`config.mk`:
```
export PLATFORM = sky130hd
export DESIGN_NAME = spi_slave_byte_fifo_pair_top
export DESIGN_NICKNAME = d
export VERILOG_FILES = /design/src/hw/rtl/sfp_pkg.sv /design/src/hw/rtl/sfp_cell.sv /design/src/hw/rtl/sfp_queue.sv /design/src/hw/rtl/spi_slave_byte_fifo_pair_top.sv
export SDC_FILE = /design/constraint.sdc
export NUM_CORES = 1
export LEC_CHECK = 0
export ABC_AREA = 1
export CAP_MARGIN = 15
export CORE_MARGIN = 4
export CORE_UTILIZATION = 33
export CTS_BUF_LIST = sky130_fd_sc_hd__clkbuf_8
export CTS_CLUSTER_DIAMETER = 200
export DETAILED_ROUTE_END_ITERATION = 10
export DONT_BUFFER_PORTS = 1
export PLACE_DENSITY_LB_ADDON = 0.12
export SLEW_MARGIN = 20
export SYNTH_ARGS = -nofsm -noshare
export SYNTH_HDL_FRONTEND = slang
export SYNTH_SLANG_ARGS = --single-unit
```
`constraint.sdc`:
```
create_clock -name clk_i -period 4.6 [get_ports clk_i]
set_input_delay 0.92 -clock clk_i [delete_from_list [all_inputs] [get_ports clk_i]]
set_output_delay 0.92 -clock clk_i [all_outputs]
set_load 0.05 [all_outputs]
```
`src/hw/rtl/sfp_pkg.sv`:
```
package sfp_pkg;

  // Bytes held by each queue
  localparam int Depth = 32;
  localparam int CntW  = $clog2(Depth + 1);
  localparam int FillW = 6;
  localparam int ByteW = 8;

  localparam int CmdW      = 2;
  localparam int InDataW   = 8;
  localparam int OutFieldW = ByteW + 1 + FillW + FillW;
  localparam int OutDataW  = ((OutFieldW + 7) / 8) * 8;

  typedef enum logic [CmdW-1:0] {
    CMD_SPI = 2'd0,
    CMD_PUT = 2'd1,
    CMD_GET = 2'd2
  } cmd_e;

  typedef logic [CntW-1:0]  cnt_t;
  typedef logic [ByteW-1:0] byte_t;

  typedef struct packed {
    logic load;
    logic shift;
  } cell_ctrl_t;

  // Report a count masked to the fill field width
  function automatic logic [FillW-1:0] fill_of(cnt_t c);
    logic [31:0] w;
    w = 32'(c);
    return w[FillW-1:0];
  endfunction

endpackage

```
`src/hw/rtl/sfp_cell.sv`:
```
module sfp_cell
  import sfp_pkg::*;
(
  input  logic       clk_i,
  input  cell_ctrl_t ctrl_i,
  input  byte_t      load_byte_i,
  input  byte_t      nbr_byte_i,
  output byte_t      byte_o
);

  byte_t byte_q;

  // load wins over shift: a push lands after the move toward the head
  always_ff @(posedge clk_i) begin
    if (ctrl_i.load) begin
      byte_q <= load_byte_i;
    end else if (ctrl_i.shift) begin
      byte_q <= nbr_byte_i;
    end
  end

  assign byte_o = byte_q;

endmodule

```
`src/hw/rtl/sfp_queue.sv`:
```
module sfp_queue
  import sfp_pkg::*;
(
  input  logic  clk_i,
  input  logic  rst_ni,
  input  logic  push_i,
  input  logic  pop_i,
  input  byte_t din_i,
  output byte_t head_o,
  output cnt_t  count_next_o,
  output logic  full_o,
  output logic  empty_o
);

  cnt_t  count_q, count_d;
  cnt_t  wpos;
  byte_t cell_byte [Depth];

  // write slot after the head cell has moved out
  assign wpos = count_q - cnt_t'(pop_i);

  for (genvar i = 0; i < Depth; i++) begin : g_cell
    cell_ctrl_t ctrl;
    byte_t      nbr;

    assign ctrl.load  = push_i && (wpos == cnt_t'(i));
    assign ctrl.shift = pop_i;

    if (i == Depth - 1) begin : g_last
      assign nbr = cell_byte[i];
    end else begin : g_mid
      assign nbr = cell_byte[i+1];
    end

    sfp_cell u_cell (
      .clk_i      (clk_i),
      .ctrl_i     (ctrl),
      .load_byte_i(din_i),
      .nbr_byte_i (nbr),
      .byte_o     (cell_byte[i])
    );
  end

  assign count_d = count_q + cnt_t'(push_i) - cnt_t'(pop_i);

  always_ff @(posedge clk_i or negedge rst_ni) begin
    if (!rst_ni) begin
      count_q <= '0;
    end else begin
      count_q <= count_d;
    end
  end

  assign head_o       = cell_byte[0];
  assign count_next_o = count_d;
  assign full_o       = (count_q == cnt_t'(Depth));
  assign empty_o      = (count_q == '0);

  a_count_bound : assert property (@(posedge clk_i) disable iff (!rst_ni)
    count_q <= cnt_t'(Depth))
    else $error("queue count above depth");

  a_no_overflow : assert property (@(posedge clk_i) disable iff (!rst_ni)
    push_i && !pop_i |-> !full_o)
    else $error("push into full queue");

  a_pop_step : assert property (@(posedge clk_i) disable iff (!rst_ni)
    pop_i && !push_i |=> count_q == $past(count_q) - cnt_t'(1))
    else $error("pop did not drop count by one");

endmodule

```
`src/hw/rtl/spi_slave_byte_fifo_pair_top.sv`:
```
// A result beat is registered and appears in the cycle after its input beat is accepted.
// Throughput: one item per cycle; the output register frees the input side
// whenever the held result is taken in the same cycle.
// Each queue is a row of byte cells shifting toward the head on every pop.
// Reset clears both fill counts and the output valid; cell contents stay unset.
module spi_slave_byte_fifo_pair_top
  import sfp_pkg::*;
(
  input  logic                clk_i,
  input  logic                rst_ni,
  input  logic                s_axis_tvalid_i,
  output logic                s_axis_tready_o,
  input  logic [InDataW-1:0]  s_axis_tdata_i,   // [7:0] data_in
  input  logic [CmdW-1:0]     s_axis_tuser_i,   // [1:0] cmd
  output logic                m_axis_tvalid_o,
  input  logic                m_axis_tready_i,
  output logic [OutDataW-1:0] m_axis_tdata_o    // out_byte, ok, rx_fill, tx_fill
);

  logic  acc;
  logic  rx_push, rx_pop, tx_push, tx_pop;
  byte_t rx_head, tx_head;
  cnt_t  rx_cnt_next, tx_cnt_next;
  logic  rx_full, rx_empty, tx_full, tx_empty;

  logic  out_valid_q;
  byte_t out_byte_q, out_byte_d;
  logic  ok_q, ok_d;
  logic [FillW-1:0] rx_fill_q, tx_fill_q;

  assign s_axis_tready_o = !out_valid_q || m_axis_tready_i;
  assign acc             = s_axis_tvalid_i && s_axis_tready_o;

  always_comb begin
    rx_push    = 1'b0;
    rx_pop     = 1'b0;
    tx_push    = 1'b0;
    tx_pop     = 1'b0;
    out_byte_d = '0;
    ok_d       = 1'b0;
    unique case (s_axis_tuser_i)
      CMD_SPI: begin
        rx_push    = acc && (s_axis_tdata_i != '0) && !rx_full;
        tx_pop     = acc && !tx_empty;
        ok_d       = (s_axis_tdata_i != '0) && !rx_full;
        out_byte_d = tx_empty ? '0 : tx_head;
      end
      CMD_PUT: begin
        tx_push = acc && !tx_full;
        ok_d    = !tx_full;
      end
      CMD_GET: begin
        rx_pop     = acc && !rx_empty;
        ok_d       = !rx_empty;
        out_byte_d = rx_empty ? '0 : rx_head;
      end
      default: begin
        // unknown command: hold state, report a zero byte with ok low
      end
    endcase
  end

  sfp_queue u_rx_q (
    .clk_i       (clk_i),
    .rst_ni      (rst_ni),
    .push_i      (rx_push),
    .pop_i       (rx_pop),
    .din_i       (s_axis_tdata_i),
    .head_o      (rx_head),
    .count_next_o(rx_cnt_next),
    .full_o      (rx_full),
    .empty_o     (rx_empty)
  );

  sfp_queue u_tx_q (
    .clk_i       (clk_i),
    .rst_ni      (rst_ni),
    .push_i      (tx_push),
    .pop_i       (tx_pop),
    .din_i       (s_axis_tdata_i),
    .head_o      (tx_head),
    .count_next_o(tx_cnt_next),
    .full_o      (tx_full),
    .empty_o     (tx_empty)
  );

  always_ff @(posedge clk_i or negedge rst_ni) begin
    if (!rst_ni) begin
      out_valid_q <= 1'b0;
    end else if (acc) begin
      out_valid_q <= 1'b1;
    end else if (m_axis_tready_i) begin
      out_valid_q <= 1'b0;
    end
  end

  always_ff @(posedge clk_i) begin
    if (acc) begin
      out_byte_q <= out_byte_d;
      ok_q       <= ok_d;
      rx_fill_q  <= fill_of(rx_cnt_next);
      tx_fill_q  <= fill_of(tx_cnt_next);
    end
  end

  assign m_axis_tvalid_o = out_valid_q;
  assign m_axis_tdata_o  = OutDataW'({tx_fill_q, rx_fill_q, ok_q, out_byte_q});

endmodule

```
==> impl_metrics.toml <==
[status]
status = "finished, final reports clean"

[power]
power.density_mw_per_mm2 = 463
power_mw = 13.4
ir_drop_v = 0.000301
p_switching_mw = 4.72
seqPwrFrac_pct = 45.8
internal-power_mw = 8.68
p_clk_share_pct = 30.6
switching_share_pct = 35.2
comb_power_share_pct = 23.6
p_leak_nw = 11.9

[yosys]
synth_warnings = 0
synth_seq_area_share_pct = 62.2
async_flop_share_pct = 2.38
syn_inst = 2618
synth_commonest_cells = "nand2_1, edfxtp_1, nand3_1, nand4_1, clkbuf_1"
synth_area_mm2 = 0.0262
yosysMostFrequentCell = "nand2_1"
synth_edf_count = 533
yosys-top-cells-area = "edfxtp_1, nand2_1, nand4_1"
ys_types = 34
synth_largest_area_cell = "edfxtp_1"
synth_seq_cells = 546
synth_flop_cell = "edfxtp_1"
syn_area_per_cell_um2 = 10.0
yosysTopAreaCellShare_pct = 61.0

[place]
port_buffers = 0
pre_cts_slack_ns = 0.216
dp_hpwl_um = 39100
placedInstanceArea_mm2 = 0.0272
gp_congestion = 0.751

[grt]
grt_pass1_wl_um = 105000
antenna_found_initial = 1
grt-ovfl-total = 0
grt_pass1_vias = 18500
grt_util_all_layers_pct = 15.6
grt_start_max_net_pins = 157

[die]
rows = 103
initial_core_util_pct = 33.3
core_area_mm2 = 0.0789
dieWidth_um = 290
ios = 40
die_y_um = 290
dieArea_mm2 = 0.0841

[clock_tree]
cts_resized = 0
cts_buffer_depth = 3
clk_pin_slew_ns = 0.06
clkLatencyLatePin_ns = 0.69
cts_tree = "yes"
cts_htree_levels = 3
post_cts_buffers = 0
cts_sinks = 546
clk_root_buffer_cell = "clkbuf_8"
numCtsBuffers = 95

[sta]
final_hold_viol_count = 0
fmax_mhz = 241
final_max_slew_viol_count = 0
grt_setup_unrepaired = "no"
maxSlewHeadroom_pct = 39.5
worst_pin_slew_ns = 0.905
finalClockSkew_ns = 0.0288
hold_slack_ns = 0.369
min_period_ns = 4.15
setup_viol = 0
period_share_pct = 90.3
worst_slack_ns = 0.446
tns_ns = 0

[job]
maxCapViolCount = 0

[routing]
vias = 18800
final_antenna_net_count = 0
detail_route.vias_per_cell = 5.08
drc = 0
dr.pass1.iters = 5
wl_per_cell_um = 18.1
wirelength_um = 67000
drtIter0Drc = 1264

[cells_and_area]
nets = 2627
drive_above_1_share_pct = 10.5
area_growth_pct = 10.2
final_design_area_no_fill_mm2 = 0.0289

[worst_setup_path]
crit_arrival_ns = 4.49
endpoint_kind = "register"
cp_max_fo = 24
crit_required_ns = 4.93
path_class = "register to register"
r2r_slack_ns = 0.45
start_kind = "register"

[worst_hold_path]
hold_class = "input pin to register"
what timing repair did:
action / in CTS / in global routing
setup endpoints to repair: 0 / 0
hold endpoints to repair: 13 / 0
hold buffers: 1 / 0
routing by layer:
| layer | part of all wire (%) | routed length [µm] | GRT usage, % | vias to the layer above |
|---|---|---|---|---|
| met2 | 48 | 31900 | 25.7 | 531 |
| met5 | 0 | 0 | 0 | - |
| met3 | 6.0 | 4000 | 2.97 | 108 |
| li1 | - | - | - | 9087 |
| met1 | 44 | 29800 | 21.1 | 9111 |
| met4 | 2.0 | 1340 | 4.71 | 0 |
sequential cells by signal, summed over array words and instances (netlist names):
| register | count |
|---|---|
| rx_fill_q | 6 |
| out_byte_q | 8 |
| u_tx_q.g_cell.u_cell.byte_o | 256 |
| u_rx_q.g_cell.u_cell.byte_o | 256 |
| tx_fill_q | 6 |
| ok_q | 1 |
| m_axis_tvalid_o | 1 |
| u_rx_q.count_q | 6 |
| u_tx_q.count_q | 6 |
cell type report:
type                       count  area (µm²)
fill                        7868       50000
sequential                   546       16300
multi-input combinational   1852        8960
clock buffer                 101        1390
tap                         1050        1310
timing repair buffer          39         395
clock inverter                69         339
inverter                      48         180
antenna                        3        7.51
power groups by stage:
| stage | registers [mW] | clock network, mW | logic [mW] |
|---|---|---|---|
| 6_report | 6.13 | 4.10 | 3.16 |
| 3_5_place_dp | 6.23 | 0 | 3.15 |
| 4_1_cts | 6.14 | 4.25 | 3.17 |
| 2_1_floorplan | 6.17 | 0 | 2.34 |
| 5_1_grt | 6.15 | 4.50 | 3.50 |
| 3_3_place_gp | 6.24 | 0 | 3.09 |
path summary, 6_finish.rpt:
check | to | cells after the start | from
hold reg to reg | u_rx_q.g_cell[13].u_cell.byte_o[1] | 2 | u_rx_q.g_cell[14].u_cell.byte_o[1]
min in group asynchronous | u_tx_q.count_q[3] | 1 | rst_ni
max in group asynchronous | u_rx_q.count_q[4] | 1 | rst_ni
setup reg to reg | u_tx_q.g_cell[8].u_cell.byte_o[3] | 11 | m_axis_tvalid_o
hold / removal | u_tx_q.g_cell[31].u_cell.byte_o[5] | 0 | s_axis_tdata_i[5]
setup / recovery | u_tx_q.g_cell[8].u_cell.byte_o[3] | 11 | m_axis_tvalid_o
stage by stage:
step,std cells,utilization (%)
after global routing,3707,36.7
final,3708,36.7
after global placement,3534,34.5
after floorplan,2620,-
after CTS,3705,36.7
after detailed placement,3534,34.5
worst max-delay path: stages, from the launching register on:
cell and delay, ns:
dfrtp_1 0.58, a21oi_2 0.25, buf_4 0.34, inv_1 0.14, nor2_1 0.31, ha_1 0.25
ha_1 0.23, xnor2_1 0.17, nand3_1 0.31, nor2_2 0.56, nand3_2 0.28, nand2_1 0.37
logic make-up after synthesis:
kind of cell	after synthesis	share of synthesized area [%]
AO/OA/AOI/OAI	18	0.377
XOR/XNOR	10	0.334
adder cells (fa/ha/maj)	31	1.54
buffers and inverters	222	3.77
flip-flops	546	62.2
other	1	0.0143
AND/OR/NAND/NOR	1790	31.8
cells in the final DEF, fill, tap and decap left out, drive strengths merged:
master       instances
dfrtp               13
dlygate4sd3          1
edfxtp             533
clkinvlp             3
nor3b                1
o211ai               1
nand4              252
ha                  29
fa                   2
diode                3
or2                  1
xnor2                3
a21oi                5
nand3              316
inv                 70
buf                 38
and3                 1
nand2             1153
clkinv              42
conb                 3
a31oi                2
xor2                 7
clkbuf             101
bufinv               2
nor2                66
o21ai               10
Note: power is estimated with default switching activity, not from simulation.
